## src/rtl/core/random_permutation_shuffler_unit_assert.svh

```systemverilog
// assertion macros for the permutation shuffler
`ifndef RANDOM_PERMUTATION_SHUFFLER_UNIT_ASSERT_SVH
`define RANDOM_PERMUTATION_SHUFFLER_UNIT_ASSERT_SVH

`ifndef NO_ASSERTIONS

`define RPSU_ASSERT_IMP(label, clk, rst_n, ante, cons) \
    label: assert property (@(posedge clk) disable iff (!rst_n) (ante) |-> (cons)) \
        else $error("assertion failed");

`define RPSU_ASSERT_NEXT(label, clk, rst_n, ante, cons) \
    label: assert property (@(posedge clk) disable iff (!rst_n) (ante) |=> (cons)) \
        else $error("assertion failed");

`else

`define RPSU_ASSERT_IMP(label, clk, rst_n, ante, cons)

`define RPSU_ASSERT_NEXT(label, clk, rst_n, ante, cons)

`endif

`endif

```

## src/rtl/core/rpsu_pkg.sv

```systemverilog
package rpsu_pkg;

    localparam int SIZE_W   = 9;
    localparam int VALUE_W  = 9;
    localparam int POS_W    = 8;
    localparam int WORD_W   = 31;
    localparam int MAX_SIZE = 2 ** POS_W;

    localparam int DEF_MAX_ELEMENTS = 256;
    localparam int DEF_RANDOM_BITS  = 31;

    localparam logic [SIZE_W-1:0] SIZE_RESET = 9'd256;

    typedef struct packed {
        logic empty;
        logic full;
    } t_q_status;

endpackage

```

## src/rtl/core/rpsu_front.sv

```systemverilog
module rpsu_front #(
    parameter int RB = rpsu_pkg::DEF_RANDOM_BITS,
    parameter int IW = 8,
    parameter int NW = 9
) (
    input  logic                 i_clk,
    input  logic                 i_rst_n,
    input  logic                 i_clear,
    input  logic [NW-1:0]        i_n,
    input  logic                 i_valid,
    output logic                 o_stall,
    input  logic [RB-1:0]        i_word,
    output logic                 o_push,
    output logic [2*IW:0]        o_job,
    input  rpsu_pkg::t_q_status  i_q
);

    localparam int CW = $clog2(RB);

    typedef enum logic [1:0] {S_IDLE, S_DIV, S_PUSH} t_state;

    t_state        r_state;
    logic [IW-1:0] r_pos;
    logic [IW-1:0] r_i;
    logic [NW-1:0] r_span;
    logic [NW-1:0] r_rem;
    logic [RB-1:0] r_word;
    logic [CW-1:0] r_cnt;

    logic [NW:0]   rem_sh;
    logic [NW-1:0] rem_nx;
    logic [IW-1:0] pos_start;
    logic          accept;
    logic          last;

    // one restoring step of word mod span
    assign rem_sh    = {r_rem, r_word[RB-1]};
    assign rem_nx    = (rem_sh >= {1'b0, r_span}) ? NW'(rem_sh - {1'b0, r_span}) : NW'(rem_sh);
    assign pos_start = (NW'(r_pos) >= i_n) ? '0 : r_pos;
    assign last      = (NW'(r_i) == (i_n - NW'(1)));
    assign accept    = i_valid && (r_state == S_IDLE);

    assign o_stall = (r_state != S_IDLE);
    assign o_push  = (r_state == S_PUSH) && !i_q.full;
    assign o_job   = {r_i, IW'(r_i + IW'(r_rem)), last};

    always_ff @(posedge i_clk) begin
        if (!i_rst_n) begin
            r_state <= S_IDLE;
            r_pos   <= '0;
        end else begin
            unique case (r_state)
                S_IDLE: begin
                    if (accept) begin
                        r_i     <= pos_start;
                        r_span  <= i_n - NW'(pos_start);
                        r_word  <= i_word;
                        r_rem   <= '0;
                        r_cnt   <= CW'(RB - 1);
                        r_state <= S_DIV;
                    end
                end
                S_DIV: begin
                    r_rem  <= rem_nx;
                    r_word <= {r_word[RB-2:0], 1'b0};
                    if (r_cnt == '0) begin
                        r_state <= S_PUSH;
                    end else begin
                        r_cnt <= r_cnt - 1'b1;
                    end
                end
                S_PUSH: begin
                    if (!i_q.full) begin
                        r_state <= S_IDLE;
                    end
                end
                default: begin
                    r_state <= S_IDLE;
                end
            endcase
            if (i_clear) begin
                r_pos <= '0;
            end else if (o_push) begin
                r_pos <= last ? '0 : IW'(r_i + 1'b1);
            end
        end
    end

endmodule

```

## config.mk

```make
export PLATFORM = sky130hd
export DESIGN_NAME = rpsu_front
export DESIGN_NICKNAME = d
export VERILOG_FILES = /design/src/rtl/core/random_permutation_shuffler_unit_assert.svh /design/src/rtl/core/rpsu_pkg.sv /design/src/rtl/core/rpsu_front.sv
export SDC_FILE = /design/constraint.sdc
export NUM_CORES = 1
export LEC_CHECK = 0
export BUFFER_PORTS_ARGS = -buffer_cell sky130_fd_sc_hd__clkbuf_2
export CAP_MARGIN = 20
export CORE_MARGIN = 2
export CORE_UTILIZATION = 35
export CTS_BUF_LIST = sky130_fd_sc_hd__clkbuf_16
export DETAILED_ROUTE_END_ITERATION = 12
export GPL_ROUTABILITY_DRIVEN = 0
export SETUP_SLACK_MARGIN = 0.5
export SYNTH_ARGS = -nofsm -noshare
export SYNTH_HDL_FRONTEND = slang
export SYNTH_SLANG_ARGS = --single-unit
```

## constraint.sdc

```tcl
create_clock -name i_clk -period 7.75 [get_ports i_clk]
set_input_delay 1.55 -clock i_clk [delete_from_list [all_inputs] [get_ports i_clk]]
set_output_delay 1.55 -clock i_clk [all_outputs]
set_load 0.02 [all_outputs]
```

==> key figures <==
Critical path
  – R2R Setup Slk: 4.11 ns
  – Required @ worst endpoint: 6.20 ns
  – CP startpoint: i_n[1]
  – R2R depth: 18
  – Reg-to-reg endpoint: r_span[8]$_DFFE_PP_
  – CP startpoint kind: input pin
  – End of the critical path: o_job[0]
  – R2R Path Start: r_pos[0]$_SDFFE_PP0P_
  – Crit. End Element: output pin
  – Crit Path Max Fanout: 9
  – Critical path class: input pin to output pin
  – Data arrival, critical path: 3.34 ns

Finish
  – Layout Cells excl Fill: 720
  – Cell area after layout: 5340 sq um
  – Syn-to-layout area delta: 17.4%
  – Layout cells sized above 1: 18.2%
  – Inserted Diodes: 0
  – Final nets: 628

Placement
  – Port Buffer Count: 63
  – Post-Place Setup Slack: 2.71 ns
  – Hpwl dp: 7510 microns
  – Area post-placement: 5050 sq um
  – Placed cell count: 705

Floorplanning
  – Top Ports: 65
  – Row cnt: 41
  – Initial Util: 35.9%
  – Placeable Area: 12700 sq um
  – Die Span Y: 118 microns
  – Die Wd: 118 microns
  – Total Die Area: 13900 sq um

Clock network
  – Clk_lat worst skew: 0.33 ns
  – H-tree depth: 3
  – Number of gates resized after CTS: 0
  – Root buf cell: clkbuf_16
  – Clk sink count: 72
  – Clock transition at path regs: 0.05 ns
  – Setup bufs post-CTS: 0
  – # hold bufs at CTS: 0
  – CTS tree: built
  – TritonCTS buffer count: 9
  – Longest Clk Path Bufs: 2

Power
  – Max VDD drop: 0.124 mV
  – Clock Power Share: 36.3%
  – Leak: 0.00231 uW
  – Sw frac: 27.8%
  – Internal: 795 uW
  – Flop pwr share: 43.5%
  – Switching power: 306 uW
  – Logic gate share of total power: 20.2%
  – PwrDens: 206 nW/um^2

Yosys
  – Most frequent cell after synthesis: nand2_1
  – Synth Warn #: 0
  – Library cells used by synthesis: 48
  – Top cells by count, synth: nand2_1 (126), edfxtp_1 (62), ha_1 (35), inv_1 (33), nor2_1 (27)
  – Seq/Total Area, Yosys: 45.3%
  – Synthesized area per cell: 9.50 sq um
  – Syn Std Cell Area: 4550 sq um
  – Top cell type's share of synthesized area: 40.9%
  – Syn Nets: 563
  – Main flop type after synthesis: edfxtp_1
  – Yosys reg bits: 72
  – Post-synthesis cell count: 479
  – Post-synth EDFFs: 62
  – Async S/R FF share, synth: 0%
  – Synth area leader: edfxtp_1
  – Synth top area cells: edfxtp_1 (41%), nand2_1 (10%), ha_1 (9.6%), dfxtp_1 (4.4%), xnor2_1 (3.8%)

Timing
  – Final hold vios: 0
  – Final worst setup slack: 2.86 ns
  – Hold WS: 0.468 ns
  – RSZ-0062 raised after global routing: no
  – Min cycle time layout: 4.89 ns
  – Total negative slack: 0 ns
  – Max Slew Vio Count: 0
  – Clock Skews: 0.00504 ns
  – Fmax achieved: 0.205 GHz
  – Pin slew with the least headroom to its limit: 0.925 ns
  – Final Setup Violations: 0
  – Final period utilization: 63.0%
  – Relative slew slack: 38.2%

Detailed routing
  – Routed via count: 3466
  – Vias per cell: 4.81
  – Detail-routed net length per standard cell: 13.5 microns
  – Final ANT Viol Nets: 0
  – Iteration-0 DRC Markers: 142
  – Routed wire length: 9740 microns
  – DRC errors left: 0
  – Drt pass-1 iters: 4

Global routing
  – Initial antenna violation count: 0
  – Vias in the first global route: 3467
  – First-pass GRT wire length: 16000 microns
  – Gr usage total: 14.4%
  – Total gr overflow: 0
  – Largest net degree at the start of global routing: 43

Status
  – Outcome: finished, final reports clean

Worst hold path
  – Worst min path class: flop to flop
  – Worst Min Path Start: r_pos[0]$_SDFFE_PP0P_

Run
  – MaxCap Viol Count: 0
-- registers in the layout, indices dropped and copies added (netlist names) --
signal   flops
r_cnt        5
r_i          8
r_pos        8
r_rem        9
r_span       9
r_state      2
r_word      31
-- cell type report --
| cell class | instances | area [sq um] |
|---|---|---|
| Multi-Input combinational cell | 360 | 2300 |
| Timing Repair Buffer | 68 | 353 |
| Tap cell | 172 | 215 |
| Inverter | 33 | 124 |
| Clock buffer | 9 | 225 |
| Sequential cell | 72 | 2060 |
| Fill cell | 1258 | 7330 |
| Clock inverter | 6 | 62.6 |
-- how the worst min path moves through the flow --
stage	endpoint	slack [ns]	cells after the start
floorplan	r_pos[0]$_SDFFE_PP0P_	0.44	2
global placement	r_pos[0]$_SDFFE_PP0P_	0.46	2
detailed placement	r_pos[0]$_SDFFE_PP0P_	0.46	2
CTS	r_pos[0]$_SDFFE_PP0P_	0.47	2
global route	r_pos[0]$_SDFFE_PP0P_	0.50	2
finish	r_pos[0]$_SDFFE_PP0P_	0.47	2
-- power by group through the flow --
stage          Sequential, uW  Combinational [uW]  Clock, uW
4_1_cts                   479                 225        412
6_report                  478                 223        400
3_5_place_dp              487                 224          0
5_1_grt                   482                 250        422
3_3_place_gp              486                 218          0
2_1_floorplan             482                 162          0
-- critical path, stage by stage --
cell and delay [ns]:
clkbuf_2 0.20, inv_1 0.11, ha_1 0.31, o21bai_1 0.20, a211oi_1 0.28, a211oi_2 0.07, o21ai_1 0.21, and3_2 0.22
clkbuf_2 0.16
-- routing by layer --
layer	vias up	routed length, microns	global-route usage [%]	part of all wire (%)
li1	1772	-	-	-
met1	1613	4440	17.0	46
met2	57	4760	24.8	49
met3	24	249	2.57	2.6
met4	0	292	7.76	3.0
met5	-	0	0	0
-- kinds of logic after synthesis --
family	count (synthesis)	synth area share (%)
XOR/XNOR	34	6.54
AND/OR/NAND/NOR	221	22.1
adder cells (fa/ha/maj)	38	10.9
buffers and inverters	47	4.21
flip-flops	72	45.3
multiplexers	5	1.10
AO/OA/AOI/OAI	62	9.76
-- cells in the final DEF (no fill, tap or decap), types with 3 or more instances in the layout --
cell / netlist / routed
clkbuf_16: 0 / 9
buf_4: 1 / 5
a21o_1: 3 / 3
o21a_1: 3 / 3
xor2_1: 14 / 14
nor3_1: 9 / 9
nor3b_1: 5 / 5
clkbuf_2: 0 / 63
a21oi_1: 11 / 11
o41ai_1: 3 / 3
a211oi_1: 4 / 4
nor2b_1: 6 / 5
a211oi_2: 3 / 3
and2_1: 12 / 12
nor2_1: 27 / 27
ha_1: 35 / 35
nand2_1: 126 / 126
o21ai_0: 15 / 15
nand4_1: 4 / 4
edfxtp_1: 62 / 62
inv_1: 33 / 34
o21ai_2: 8 / 8
xnor2_1: 20 / 20
and3_1: 3 / 3
fa_1: 3 / 3
mux2i_1: 5 / 5
nand2b_1: 4 / 4
nand3b_1: 4 / 4
dfxtp_1: 10 / 10
nand3_1: 12 / 12
-- metrics by stage --
stage | utilization [%] | total power, uW
final | 42.2 | 1100
after global routing | 42.2 | 1150
after CTS | 42.2 | 1120
after detailed placement | 39.9 | 710
after global placement | 39.9 | 704
after floorplan | - | 644
Power figures use the tool's default switching activity.
