===== config.mk =====
export PLATFORM = sky130hd
export DESIGN_NAME = rpsu_back
export DESIGN_NICKNAME = d
export VERILOG_FILES = /design/src/rtl/core/random_permutation_shuffler_unit_assert.svh /design/src/rtl/core/rpsu_pkg.sv /design/src/rtl/core/rpsu_back.sv
export SDC_FILE = /design/constraint.sdc
export NUM_CORES = 2
export LEC_CHECK = 0
export BUFFER_PORTS_ARGS = -buffer_cell sky130_fd_sc_hd__buf_2
export CORE_MARGIN = 2
export CORE_UTILIZATION = 30
export CTS_CLUSTER_DIAMETER = 200
export DETAILED_ROUTE_END_ITERATION = 7
export SYNTH_ARGS = -nofsm -noshare
export SYNTH_HDL_FRONTEND = slang
export SYNTH_SLANG_ARGS = --single-unit

===== constraint.sdc =====
create_clock -name i_clk -period 18.6 [get_ports i_clk]
set_clock_uncertainty 0.1 [all_clocks]
set_input_delay 2.79 -clock i_clk [delete_from_list [all_inputs] [get_ports i_clk]]
set_output_delay 2.79 -clock i_clk [all_outputs]
set_load 0.02 [all_outputs]

===== src/rtl/core/random_permutation_shuffler_unit_assert.svh =====
// assertion macros for the permutation shuffler
`ifndef RANDOM_PERMUTATION_SHUFFLER_UNIT_ASSERT_SVH
`define RANDOM_PERMUTATION_SHUFFLER_UNIT_ASSERT_SVH

`ifndef NO_ASSERTIONS

`define RPSU_ASSERT_IMP(label, clk, rst_n, ante, cons) \
    label: assert property (@(posedge clk) disable iff (!rst_n) (ante) |-> (cons)) \
        else $error("assertion failed");

`define RPSU_ASSERT_NEXT(label, clk, rst_n, ante, cons) \
    label: assert property (@(posedge clk) disable iff (!rst_n) (ante) |=> (cons)) \
        else $error("assertion failed");

`else

`define RPSU_ASSERT_IMP(label, clk, rst_n, ante, cons)

`define RPSU_ASSERT_NEXT(label, clk, rst_n, ante, cons)

`endif

`endif


===== src/rtl/core/rpsu_pkg.sv =====
package rpsu_pkg;

    localparam int SIZE_W   = 9;
    localparam int VALUE_W  = 9;
    localparam int POS_W    = 8;
    localparam int WORD_W   = 31;
    localparam int MAX_SIZE = 2 ** POS_W;

    localparam int DEF_MAX_ELEMENTS = 256;
    localparam int DEF_RANDOM_BITS  = 31;

    localparam logic [SIZE_W-1:0] SIZE_RESET = 9'd256;

    typedef struct packed {
        logic empty;
        logic full;
    } t_q_status;

endpackage


===== src/rtl/core/rpsu_back.sv =====
module rpsu_back #(
    parameter int DEPTH = rpsu_pkg::DEF_MAX_ELEMENTS,
    parameter int IW    = 8
) (
    input  logic                          i_clk,
    input  logic                          i_rst_n,
    input  logic                          i_clear,
    input  rpsu_pkg::t_q_status           i_q,
    input  logic [2*IW:0]                 i_job,
    output logic                          o_pop,
    output logic                          o_valid,
    input  logic                          i_stall,
    output logic [rpsu_pkg::VALUE_W-1:0]  o_value,
    output logic [rpsu_pkg::POS_W-1:0]    o_position,
    output logic                          o_last
);

    localparam int VW = rpsu_pkg::VALUE_W;
    localparam int PW = rpsu_pkg::POS_W;

    typedef enum logic [1:0] {S_IDLE, S_READ, S_SWAP} t_state;

    t_state           r_state;
    logic [VW-1:0]    r_table [DEPTH];
    logic [DEPTH-1:0] r_marks;
    logic [VW-1:0]    r_rd_i;
    logic [VW-1:0]    r_rd_j;
    logic             r_ti;
    logic             r_tj;
    logic [IW-1:0]    r_i;
    logic [IW-1:0]    r_j;
    logic             r_last;
    logic [VW-1:0]    r_vj;
    logic             r_out_valid;
    logic [VW-1:0]    r_value;
    logic [PW-1:0]    r_position;
    logic             r_out_last;

    logic [IW-1:0]    job_i;
    logic [IW-1:0]    job_j;
    logic             job_last;
    logic [VW-1:0]    vi;
    logic [VW-1:0]    vj;
    logic             out_free;
    logic             swap_fire;
    logic             we;
    logic [IW-1:0]    waddr;
    logic [VW-1:0]    wdata;

    assign job_i    = i_job[2*IW:IW+1];
    assign job_j    = i_job[IW:1];
    assign job_last = i_job[0];

    // untouched entries read as index plus one
    assign vi = r_ti ? r_rd_i : VW'(VW'(r_i) + VW'(1));
    assign vj = r_tj ? r_rd_j : VW'(VW'(r_j) + VW'(1));

    assign o_pop     = (r_state == S_IDLE) && !i_q.empty;
    assign out_free  = !r_out_valid || !i_stall;
    assign swap_fire = (r_state == S_SWAP) && out_free;
    assign we        = (r_state == S_READ) || swap_fire;
    assign waddr     = (r_state == S_READ) ? r_j : r_i;
    assign wdata     = (r_state == S_READ) ? vi : r_vj;

    assign o_valid    = r_out_valid;
    assign o_value    = r_value;
    assign o_position = r_position;
    assign o_last     = r_out_last;

    always_ff @(posedge i_clk) begin
        if (we) begin
            r_table[waddr] <= wdata;
        end
        if (o_pop) begin
            r_rd_i <= r_table[job_i];
            r_rd_j <= r_table[job_j];
        end
    end

    always_ff @(posedge i_clk) begin
        if (!i_rst_n) begin
            r_marks <= '0;
        end else if (i_clear || (swap_fire && r_last)) begin
            r_marks <= '0;
        end else if (we) begin
            r_marks[waddr] <= 1'b1;
        end
    end

    always_ff @(posedge i_clk) begin
        if (!i_rst_n) begin
            r_state     <= S_IDLE;
            r_out_valid <= 1'b0;
        end else begin
            if (swap_fire) begin
                r_out_valid <= 1'b1;
            end else if (!i_stall) begin
                r_out_valid <= 1'b0;
            end
            unique case (r_state)
                S_IDLE: begin
                    if (o_pop) begin
                        r_i     <= job_i;
                        r_j     <= job_j;
                        r_last  <= job_last;
                        r_ti    <= r_marks[job_i];
                        r_tj    <= r_marks[job_j];
                        r_state <= S_READ;
                    end
                end
                S_READ: begin
                    r_vj    <= vj;
                    r_state <= S_SWAP;
                end
                S_SWAP: begin
                    if (out_free) begin
                        r_value     <= r_vj;
                        r_position  <= PW'(r_i);
                        r_out_last  <= r_last;
                        r_state     <= S_IDLE;
                    end
                end
                default: begin
                    r_state <= S_IDLE;
                end
            endcase
        end
    end

endmodule


==> reports/results.txt <==
The flow ran to the end, and the final reports show no timing, DRC or antenna violations. The global-route wire length before repair came out at 550000 µm. For the post-CTS setup repair buffer count, the log shows 0. The post-synthesis async set-or-reset flop share was 0; the via count of the first global-routing pass was 71900. After detailed routing, the number of remaining DRC violations is 0. The logs give 19.11 ns for the critical path required time and 0.426 for the clock network fraction of design power.

The starting density of the core was 0.301. The tightest min-delay check is of the register to register type. The relative slew slack is 0.0933, and the maximum achievable frequency is 131 MHz.

The tools report the final core utilization as 0.340. The count of antenna-violating nets left after detailed routing is 0. Hold repair after CTS inserted 0 buffers.

The run gives 0 as the post-cts sizing count. The top flip-flop cell by instance count after synthesis was sky130_fd_sc_hd__edfxtp_1. The TritonCTS sink count was 2627; the portion of total power attributed to sequential cells was 0.493. The clock passes through at most 4 buffers.

Setup repair after global routing left no endpoint under its margin. The worst setup path is of the primary input to register kind. The area growth from synthesis to layout is 12.8%.

The shortest clock period the worst path allows after layout is 7.61 ns. Library cell used as clock root buffer: sky130_fd_sc_hd__clkbuf_16. The power density over cell area works out to 96.2 nW/µm². Synthesis produced a netlist with a net count of 6532. The met1 wire length is 148000 µm, and the total of fill cells in the finished design is 37900. The number of vias in the routed layout is 72100, and the average vias per placed instance is 5.89. In this run the tool buffered the top-level ports with 41 buffer cells. The full die area was 410000 µm²; the number of max-slew violations in the final report was 0. The width of the chip was 640 µm; the number of synthesis warnings was 0. In this run the worst path has a maximum fanout of 90. For the fraction of the yosys area taken by sequential cells, the log shows 0.628. The tools report the element type at the critical path end as a register. The I/O pin count was 43.

Entering global routing, the biggest net connects 193 pins. Summed over all layers, the routed wires come to 395000 µm. The die span in y works out to 640 µm. Row generation in the floorplan step produced 233 rows. Counting the buffers created by CTS gives 278. In this run the mean area of a mapped cell was 18.7 µm².

TritonCTS built the clock tree. The routed design uses 184000 µm of met2 wire. The synthesis-stage register bit count works out to 2627.

The run gives 0.0101 W as the internal power of the cells. After the first detailed-routing iteration, the DRC count stood at 10200. The total number of nets in the final design is 6619. Synthesis instantiated 71 different standard cells from the library. The congestion estimate from routability-driven global placement came to 0.924.

The later-pin clock latency in the skew report is 0.89 ns, and the transition time of the tightest slew-check pin is 1.36 ns. The fraction of power spent switching nets works out to 0.232. Setup violations remaining at the end of the flow were counted as 0. The number of flops mapped to enable cells by yosys came out at 2368.

Fraction of final layout cells sized beyond drive strength 1: 0.294. For this design the total switching power over the nets is 0.00306 W. VDD sags by at most 83.1 µV. Summed over all nets, the half-perimeter wirelength after detailed placement is 245000 µm. The clock tree synthesis step divided the H-tree into 5 levels. Area of the core: 403000 µm². The gate count of the mapped netlist was 6507; the leakage power total was 42.3 nW. The share of the clock period used by the worst path after layout is 0.409, and the number of iterations in the first detailed-routing pass is 6. The final hold violation count was 0; the arrival time of data at the critical path endpoint was 8.11 ns.

Clock-pin slew was measured on the worst setup and hold paths at 0.06 ns. The final sum of negative setup slack was 0 ns. For the residual overflow from global routing, the log shows 0. The run gives 41900 µm as the met3 routed wirelength. The tools report the initial antenna violation count as 25. The tools report the global-route usage over all layers as 0.187. After detailed routing, the average wire length per cell comes to 32.3 µm. STA classifies the critical path startpoint as a primary input.

The mapped netlist covers 121000 µm². Across the run, the number of max-cap violations was 0. Part of the total power dissipated in combinational logic: 0.080. The highest layer used for signal routing is met5.
## routing by layer
metal,global-route usage,vias to the layer above
met1,0.243,38600
met3,0.0448,871
met2,0.296,4473
met5,0,-
li1,-,28200
met4,0.0874,12
## cell families after synthesis
| kind of cell | synth area share |
|---|---|
| muxes | 0.250 |
| and+or+nand+nor | 0.0232 |
| adders and majority gates | 0.000206 |
| buffers and inverters | 0.0281 |
| AOI/OAI and AO/OA | 0.0697 |
| xor gates and xnor gates | 0.000866 |
| DFF | 0.628 |
## path summary, 6_finish.rpt
path | from | to | slack [ns] | depth (start not counted)
worst max-delay path | i_job[1] | r_rd_j[1] | 10.99 | 11
worst min-delay path | r_marks[225] | r_marks[225] | 0.38 | 1
worst max register to register | r_state[1] | r_table[130][0] | 13.90 | 6
worst min register to register | r_marks[225] | r_marks[225] | 0.38 | 1
## registers in the layout, indices dropped and copies added (netlist names)
signal and flops:
r_table 2304, r_marks 256, o_value 9, r_rd_i 9
r_rd_j 9, r_vj 9, o_position 8, r_i 8
r_j 8, r_state 2, o_last 1, o_valid 1
r_last 1, r_ti 1, r_tj 1
## power groups by stage
stage               Clock (W)  Combinational, W  Sequential (W)
floorplan                   0          0.000654         0.00670
global placement            0           0.00103         0.00662
detailed placement          0           0.00104         0.00662
CTS                   0.00568           0.00105         0.00649
global route          0.00589           0.00109         0.00649
finish                0.00561           0.00106         0.00650
## synth_stat cells, drive strengths merged (3+ instances only)
library cell	number	area share
a211oi	74	0.0046
clkinv	3	0.000093
a221oi	120	0.0087
or2	3	0.00015
mux4	1180	0.22
nor3	42	0.0017
nor2b	16	0.00082
or3	5	0.00026
nand3b	16	0.0010
o211ai	3	0.00019
a21oi	113	0.0047
nor4	29	0.0015
a31oi	18	0.00093
nand2b	14	0.00072
xnor2	3	0.00022
nand2	131	0.0040
a2111oi	19	0.0014
dfxtp	259	0.043
a21o	9	0.00056
a22oi	82	0.0051
o2bb2ai	32	0.0023
nand3	22	0.00091
and3b	5	0.00036
xor2	9	0.00065
o22ai	100	0.0052
a22o	107	0.0077
clkbuf	248	0.0077
and2	15	0.00077
o32ai	23	0.0017
inv	8	0.00025
o21ai	67	0.0028
a311oi	5	0.00036
mux2	15	0.0014
nor3b	4	0.00033
o31ai	8	0.00049
nor2	318	0.0098
o221ai	89	0.0064
mux2i	354	0.029
buf	287	0.020
o21a	256	0.016
edfxtp	2368	0.59
and3	6	0.00031
## per-stage QoR
stage / hold WS (ns) / cell area, µm² / worst slack (ns) / power, W / std cells
6_report: 0.384 / 137000 / 10.99 / 0.0132 / 12200
3_5_place_dp: 0.370 / 128000 / 10.03 / 0.00766 / 11700
4_1_cts: 0.384 / 137000 / 10.90 / 0.0132 / 12200
2_1_floorplan: 0.326 / 121000 / 5.32 / 0.00736 / 6507
5_1_grt: 0.402 / 137000 / 10.62 / 0.0135 / 12200
3_3_place_gp: 0.358 / 128000 / 9.94 / 0.00765 / 11700
## cell usage in the layout, fill, tap and decap left out, types with 112 or more instances in the layout
master	n
sky130_fd_sc_hd__mux4_2	1178
sky130_fd_sc_hd__a221oi_1	120
sky130_fd_sc_hd__a21oi_1	112
sky130_fd_sc_hd__buf_4	290
sky130_fd_sc_hd__edfxtp_1	2368
sky130_fd_sc_hd__nor2_1	295
sky130_fd_sc_hd__clkbuf_16	294
sky130_fd_sc_hd__dfxtp_1	259
sky130_fd_sc_hd__nand2_1	120
sky130_fd_sc_hd__mux2i_1	354
sky130_fd_sc_hd__o21a_1	256
## final cells by class
type                       count  area, µm²  area share
sequential                  2627      76300       0.557
multi-input combinational   3334      42000       0.307
clock buffer                 384       7910      0.0577
tap                         5405       6760      0.0494
timing repair buffer         342       2690      0.0197
clock inverter               117       1150     0.00844
antenna                       18       45.0    0.000329
inverter                      11       42.5    0.000311
## worst max-delay path, stage by stage
cell and delay, ns:
sky130_fd_sc_hd__buf_8 0.50, sky130_fd_sc_hd__buf_12 0.58, sky130_fd_sc_hd__buf_4 0.78, sky130_fd_sc_hd__buf_4 0.75, sky130_fd_sc_hd__mux4_2 0.59, sky130_fd_sc_hd__a22o_1 0.25
sky130_fd_sc_hd__a221oi_1 0.76, sky130_fd_sc_hd__o21ai_0 0.26, sky130_fd_sc_hd__nor4_1 0.30, sky130_fd_sc_hd__buf_4 0.23, sky130_fd_sc_hd__nor4_1 0.06
No activity file was read; power rests on OpenSTA's default activity.
