[config.mk]
export PLATFORM = sky130hd
export DESIGN_NAME = rpsu_queue
export DESIGN_NICKNAME = d
export VERILOG_FILES = /design/src/rtl/core/random_permutation_shuffler_unit_assert.svh /design/src/rtl/core/rpsu_pkg.sv /design/src/rtl/core/rpsu_queue.sv
export SDC_FILE = /design/constraint.sdc
export NUM_CORES = 1
export LEC_CHECK = 0
export ABC_CLOCK_PERIOD_IN_PS = 1600
export BUFFER_PORTS_ARGS = -buffer_cell sky130_fd_sc_hd__buf_2
export CELL_PAD_IN_SITES_DETAIL_PLACEMENT = 1
export CELL_PAD_IN_SITES_GLOBAL_PLACEMENT = 2
export CORE_UTILIZATION = 32
export DETAILED_ROUTE_END_ITERATION = 6
export HOLD_SLACK_MARGIN = 0.1
export PLACE_DENSITY = 0.82
export SLEW_MARGIN = 0
export SYNTH_ARGS = -nofsm -noshare
export SYNTH_HDL_FRONTEND = slang
export SYNTH_SLANG_ARGS = --single-unit
[constraint.sdc]
create_clock -name i_clk -period 1.6 [get_ports i_clk]
set_clock_uncertainty 0.05 [all_clocks]
set_input_delay 0.24 -clock i_clk [delete_from_list [all_inputs] [get_ports i_clk]]
set_output_delay 0.24 -clock i_clk [all_outputs]
set_load 0.005 [all_outputs]
[src/rtl/core/random_permutation_shuffler_unit_assert.svh]
// assertion macros for the permutation shuffler
`ifndef RANDOM_PERMUTATION_SHUFFLER_UNIT_ASSERT_SVH
`define RANDOM_PERMUTATION_SHUFFLER_UNIT_ASSERT_SVH

`ifndef NO_ASSERTIONS

`define RPSU_ASSERT_IMP(label, clk, rst_n, ante, cons) \
    label: assert property (@(posedge clk) disable iff (!rst_n) (ante) |-> (cons)) \
        else $error("assertion failed");

`define RPSU_ASSERT_NEXT(label, clk, rst_n, ante, cons) \
    label: assert property (@(posedge clk) disable iff (!rst_n) (ante) |=> (cons)) \
        else $error("assertion failed");

`else

`define RPSU_ASSERT_IMP(label, clk, rst_n, ante, cons)

`define RPSU_ASSERT_NEXT(label, clk, rst_n, ante, cons)

`endif

`endif

[src/rtl/core/rpsu_pkg.sv]
package rpsu_pkg;

    localparam int SIZE_W   = 9;
    localparam int VALUE_W  = 9;
    localparam int POS_W    = 8;
    localparam int WORD_W   = 31;
    localparam int MAX_SIZE = 2 ** POS_W;

    localparam int DEF_MAX_ELEMENTS = 256;
    localparam int DEF_RANDOM_BITS  = 31;

    localparam logic [SIZE_W-1:0] SIZE_RESET = 9'd256;

    typedef struct packed {
        logic empty;
        logic full;
    } t_q_status;

endpackage

[src/rtl/core/rpsu_queue.sv]
module rpsu_queue #(
    parameter int WIDTH = 17
) (
    input  logic                 i_clk,
    input  logic                 i_rst_n,
    input  logic                 i_push,
    input  logic [WIDTH-1:0]     i_data,
    input  logic                 i_pop,
    output logic [WIDTH-1:0]     o_data,
    output rpsu_pkg::t_q_status  o_status
);

    localparam logic [1:0] FULL_CNT = 2'd2;

    logic [WIDTH-1:0] r_slot [2];
    logic             r_wp;
    logic             r_rp;
    logic [1:0]       r_cnt;

    assign o_data         = r_slot[r_rp];
    assign o_status.empty = (r_cnt == '0);
    assign o_status.full  = (r_cnt == FULL_CNT);

    always_ff @(posedge i_clk) begin
        if (i_push) begin
            r_slot[r_wp] <= i_data;
        end
    end

    always_ff @(posedge i_clk) begin
        if (!i_rst_n) begin
            r_wp  <= 1'b0;
            r_rp  <= 1'b0;
            r_cnt <= '0;
        end else begin
            if (i_push) begin
                r_wp <= ~r_wp;
            end
            if (i_pop) begin
                r_rp <= ~r_rp;
            end
            unique case ({i_push, i_pop})
                2'b10:   r_cnt <= r_cnt + 1'b1;
                2'b01:   r_cnt <= r_cnt - 1'b1;
                default: r_cnt <= r_cnt;
            endcase
        end
    end

endmodule

==> results.cfg, run 1 <==
[floorplanning]
fp.coreArea_mm2 = 0.004324
row_count = 24
die_w_um = 69.06
pin_count = 40
start_util = 0.3328
fp.dieArea_mm2 = 0.004769
die_h_um = 69.06

[detailed_routing]
drt_first_pass_iters = 4
ant_nets = 0
drc = 0
viasPerCell = 4.391
wl_per_cell_um = 13.92
num_vias = 843
wl_um = 2673
drt_iter0_markers = 23

[setup_path]
rr_worst_depth = 3
rr_startpoint = r_cnt[0]
endpoint_kind = output pin
reg2reg_to = r_cnt[1]
criticalPathCategory = flop to output pin
r2r_slack_ps = 480
worstPathMaxFanout = 9
cp.required_ps = 1310
crit_path_start_kind = flop
crit_arrival_ps = 1280

[grt]
grt_util_met1 = 0.1382
grt_max_degree = 18
top_usage_layer = met2
groute.layer.met3.usage = 0.03655
grtUsageMet2 = 0.2179
grt_pass1_wl_um = 4450
track_usage = 0.1259
grt_pass1_vias = 949
overflow = 0
antenna_found_initial = 0

[timing]
slew_headroom = 0.8370
fin_tns_setup_ps = 0
setup_ws_ps = 32.33
slew_violations = 0
fin_crit_sh = 0.9798
fin_crit_ps = 1568
max_freq_mhz = 637.9
finalHoldViolCount = 0
rsz0062_at_grt = true
setup_viol = 0
worst_slew_pin_slew_ps = 244.4

[cells_and_area]
syn_to_final_growth_pct = 36.70
num_antenna_cells = 0
fin_nets = 161
drive_gt1_frac = 0.4857
fillCellCount = 453

[placed_design]
gp_congestion = 0.6313
post-place-ws_ps = 232.3
portBuffers = 39
dpl.hpwl_um = 1879

[cts]
cts-root-buf = clkbuf_8
clockBufferDepth = 2
clock_latency_ps = 280
cts_sinks = 39
cts_tree = built
cts.repair.resized = 0
post_cts_buffers = 0
cts.htree.levels = 2
clk_transition_reported_paths_ps = 70
cts_buffers = 5

[power]
cellPowerDensity_mw_per_mm2 = 1074
cellLeakagePower_nw = 0.7637
ir_drop_uv = 434.7

[logic_synthesis]
synth_area_leaders = edfxtp_1, mux2_2, dfxtp_1
ys_ff_latch = 39
yosys_warnings = 0
yosysTopAreaCell = edfxtp_1
synth_nets = 97
syn_avg_cell_area_um2 = 19.19
syn-instance-count = 75
synth_top_area_frac = 0.7096
synth-seq-area-share = 0.7791
synth_area_mm2 = 0.001439
synth.distinct_cells = 16

[hold_path]
holdPathEnd = r_slot[0][7]
hp-start = i_data[7]
min_path_type = input port to flop
hold_path_depth = 1

[flow_run]
cap_violations = 0

[status]
status = finished, final reports clean
## cells in the final DEF, fill, tap and decap left out, drive strengths merged
cell type,n
buf,44
edfxtp,34
mux2,17
dlygate4sd3,15
clkbuf,7
dfxtp,5
and2,4
nor2,2
xnor2,2
and2b,1
xor2,1
inv,1
nor2b,1
o21a,1
o21ai,1
or3,1
a21boi,1
ha,1
clkinv,1
## stage by stage
stage / area (µm²) / std cells / hold WS, ps / utilization / total power, mW
after floorplan: 1439 / 75 / 288.9 / - / 1.334
after global placement: 1727 / 169 / 380.8 / 0.3993 / 1.439
after detailed placement: 1727 / 169 / 381.2 / 0.3993 / 1.455
after CTS: 1957 / 191 / 101.3 / 0.4525 / 2.139
after global routing: 1967 / 192 / 102.1 / 0.4549 / 2.208
final: 1967 / 192 / 103.4 / 0.4549 / 2.113
## worst max-delay path: stages, from the launching register on
cell and delay, ps:
dfxtp_1 330, buf_4 180, mux2_2 350, buf_2 130
## cell families (layout without fill, tap and decap cells)
logic type / count (synthesis) / after routing / synth area share
buffers and inverters: 3 / 68 / 0.009563
muxes: 17 / 17 / 0.1330
AOI/OAI and AO/OA: 3 / 3 / 0.01391
DFF: 39 / 39 / 0.7791
adders and majority gates: 1 / 1 / 0.008694
xor gates and xnor gates: 3 / 3 / 0.01826
and+or+nand+nor: 9 / 9 / 0.03740
## flip-flops by register name, indices dropped and copies added, names as in the netlist, named ones only
signal / flops
r_cnt: 2
r_rp: 1
r_slot: 34
r_wp: 1
## how the worst max path moves through the flow
stage,start,to,slack [ps]
after floorplan,r_wp,r_slot[0][0],80
after global placement,i_push,r_cnt[1],320
after detailed placement,i_push,r_cnt[1],230
after CTS,flop,o_data[10],20
after global routing,flop,o_data[4],-20
final,flop,o_data[8],30
## Yosys cell counts
cell and number:
nor2_1 2, a21boi_1 1, xor2_1 1, edfxtp_1 34
dfxtp_1 5, and2_1 4, buf_2 2, ha_1 1
xnor2_1 2, mux2_2 17, o21a_1 1, nor2b_1 1
inv_1 1, o21ai_0 1, or3_1 1, and2b_2 1
## layout make-up
type	instances	area (µm²)	area share
repair buffers	59	382.9	0.1947
clock buffers	7	86.33	0.04389
well taps	52	65.06	0.03308
clock inverters	1	3.754	0.001908
inverters	1	3.754	0.001908
flip-flops and latches	39	1121	0.5700
multi-input cells	33	304.0	0.1546
## timing repair
action	CTS	global route
endpoints found under the setup margin	0	16
hold buffers	14	1
hold endpoints to repair	28	1
## routing by layer
metal | vias up | routed length [µm]
met5 | - | 0
met4 | 0 | 63
met3 | 7 | 126
met2 | 24 | 1358
met1 | 406 | 1124
li1 | 406 | -
## where the power goes
part / total (mW) / internal, mW / switching [mW]
sequential: 1.19 / 1.17 / 0.0206
clock: 0.656 / 0.345 / 0.311
combinational: 0.268 / 0.156 / 0.112
No activity file was read; power rests on OpenSTA's default activity.
==> run 2: changes to the inputs <==
==> constraint.sdc (replaced) <==
create_clock -name i_clk -period 1.6 [get_ports i_clk]
set_clock_uncertainty 0.05 [all_clocks]
set_input_delay 0.16 -clock i_clk [delete_from_list [all_inputs] [get_ports i_clk]]
set_output_delay 0.16 -clock i_clk [all_outputs]
set_load 0.005 [all_outputs]
==> run 2 against run 1 <==
Against the previous run:
- register-to-register slack improved by 20 ps
- die area unchanged
- sequential cell count is the same
- total power decreased by 1.5%
- critical path depth unchanged
- worst hold slack better by 65 ps
- clock power fell by 5.8%
- via count grew 0.36%
- fmax grew 5.0%
- routed wire length rose by 1.6%
==> results.cfg, run 2 (same netlist as run 1, synthesis figures left out) <==
[cts]
post_cts_buffers = 0
cts.htree.levels = 2
hold_buffers = 18
cts_buffers = 5
clk_transition_reported_paths_ps = 70
clock_latency_ps = 280
clockBufferDepth = 2
cts_sinks = 39
cts_tree = built
cts.repair.resized = 0
cts-root-buf = clkbuf_8

[detailed_routing]
ant_nets = 0
wl_per_cell_um = 13.92
num_vias = 846
drt_first_pass_iters = 4
viasPerCell = 4.338
drc = 0
drt_iter0_markers = 66
wl_um = 2715

[timing]
setup_viol = 0
fin_tns_setup_ps = 0
fin_crit_ps = 1493
max_freq_mhz = 669.6
setup_ws_ps = 106.7
rsz0062_at_grt = false
fin_crit_sh = 0.9333
worst_slew_pin_slew_ps = 240.1
slew_headroom = 0.8399
slew_violations = 0
finalHoldViolCount = 0

[power]
cellPowerDensity_mw_per_mm2 = 1045
p_comb_frac = 0.131
cellLeakagePower_nw = 0.7780
ir_drop_uv = 516.8
seq_power_share = 0.572
clkPwrFrac = 0.297
p_sw_mw = 0.4536
intPower_mw = 1.627
switching_share = 0.2180

[setup_path]
criticalPathCategory = flop to output pin
cp.required_ps = 1390
endpoint_kind = output pin
crit_path_start_kind = flop
crit_arrival_ps = 1280
worstPathMaxFanout = 9

[cells_and_area]
largest_register = r_slot
largestRegisters = r_slot (34), r_cnt (2)
drive_gt1_frac = 0.4895
largest_reg_flops = 34
syn_to_final_growth_pct = 38.35
regArea_mm2 = 0.001121
fillCellCount = 445
fin_nets = 164
multi_input_area_um2 = 304.0
layout_commonest_cell = buf_2
num_antenna_cells = 0
final_cell_mix = buf_2, edfxtp_1, dlygate4sd3_1, mux2_2

[grt]
track_usage = 0.1263
antenna_found_initial = 0
grt_pass1_wl_um = 4443
grt_pass1_vias = 919
overflow = 0
grt_max_degree = 18

[status]
status = finished, final reports clean

[floorplanning]
row_count = 24
fp.dieArea_mm2 = 0.004769
start_util = 0.3328
fp.coreArea_mm2 = 0.004324
die_w_um = 69.06
die_h_um = 69.06
pin_count = 40

[hold_path]
min_path_type = input port to flop

[placed_design]
portBuffers = 39
gp_congestion = 0.6312
dpl.hpwl_um = 1927
post-place-ws_ps = 299.0

[flow_run]
cap_violations = 0
==> run 2: changes by cell type in the layout (fill, tap and decap cells not counted) <==
cell and change:
clkinv_1 -1, clkbuf_8 -1, clkbuf_1 -1, clkinv_2 +3, dlygate4sd3_1 +3
==> run 2: final timing paths <==
kind	end	start	depth (start not counted)	slack, ps
worst min-delay path	r_wp	i_push	3	170
worst max register to register	r_slot[1][13]	r_wp	2	500
worst max-delay path	o_data[2]	flop	3	110
worst min register to register	r_cnt[1]	r_cnt[1]	2	470
==> run 2: power groups by stage <==
stage / clock, mW / combinational, mW / sequential [mW]
final: 0.618 / 0.272 / 1.19
after global routing: 0.687 / 0.299 / 1.20
after CTS: 0.648 / 0.279 / 1.19
after detailed placement: 0 / 0.243 / 1.21
after global placement: 0 / 0.231 / 1.21
after floorplan: 0 / 0.128 / 1.21
==> run 2: critical path, cell delays in order, from the launching register on <==
cell	delay [ps]
dfxtp_1	330
buf_4	180
mux2_2	350
buf_2	130
==> run 2: area by class of cell <==
cell class / count / share of cell area
flip-flops and latches: 39 / 0.5632
repair buffers: 62 / 0.2074
well taps: 52 / 0.03268
clock inverters: 3 / 0.007542
multi-input cells: 33 / 0.1527
inverters: 1 / 0.001886
clock buffers: 5 / 0.03457
==> run 2: layer usage <==
metal / part of all wire / global-route usage
met5: 0 / 0
met4: 0.016 / 0.04762
met3: 0.046 / 0.04825
met2: 0.54 / 0.2211
met1: 0.40 / 0.1375
==> run 2: metrics by stage <==
step                cells  hold slack (ps)  total power, mW  area, µm²  utilization
floorplan              75            208.9            1.334       1439            -
global placement      169            300.8            1.439       1727       0.3993
detailed placement    169            301.2            1.456       1727       0.3993
CTS                   195            159.2            2.118       1991       0.4604
global route          195            164.0            2.183       1991       0.4604
finish                195            168.4            2.081       1991       0.4604
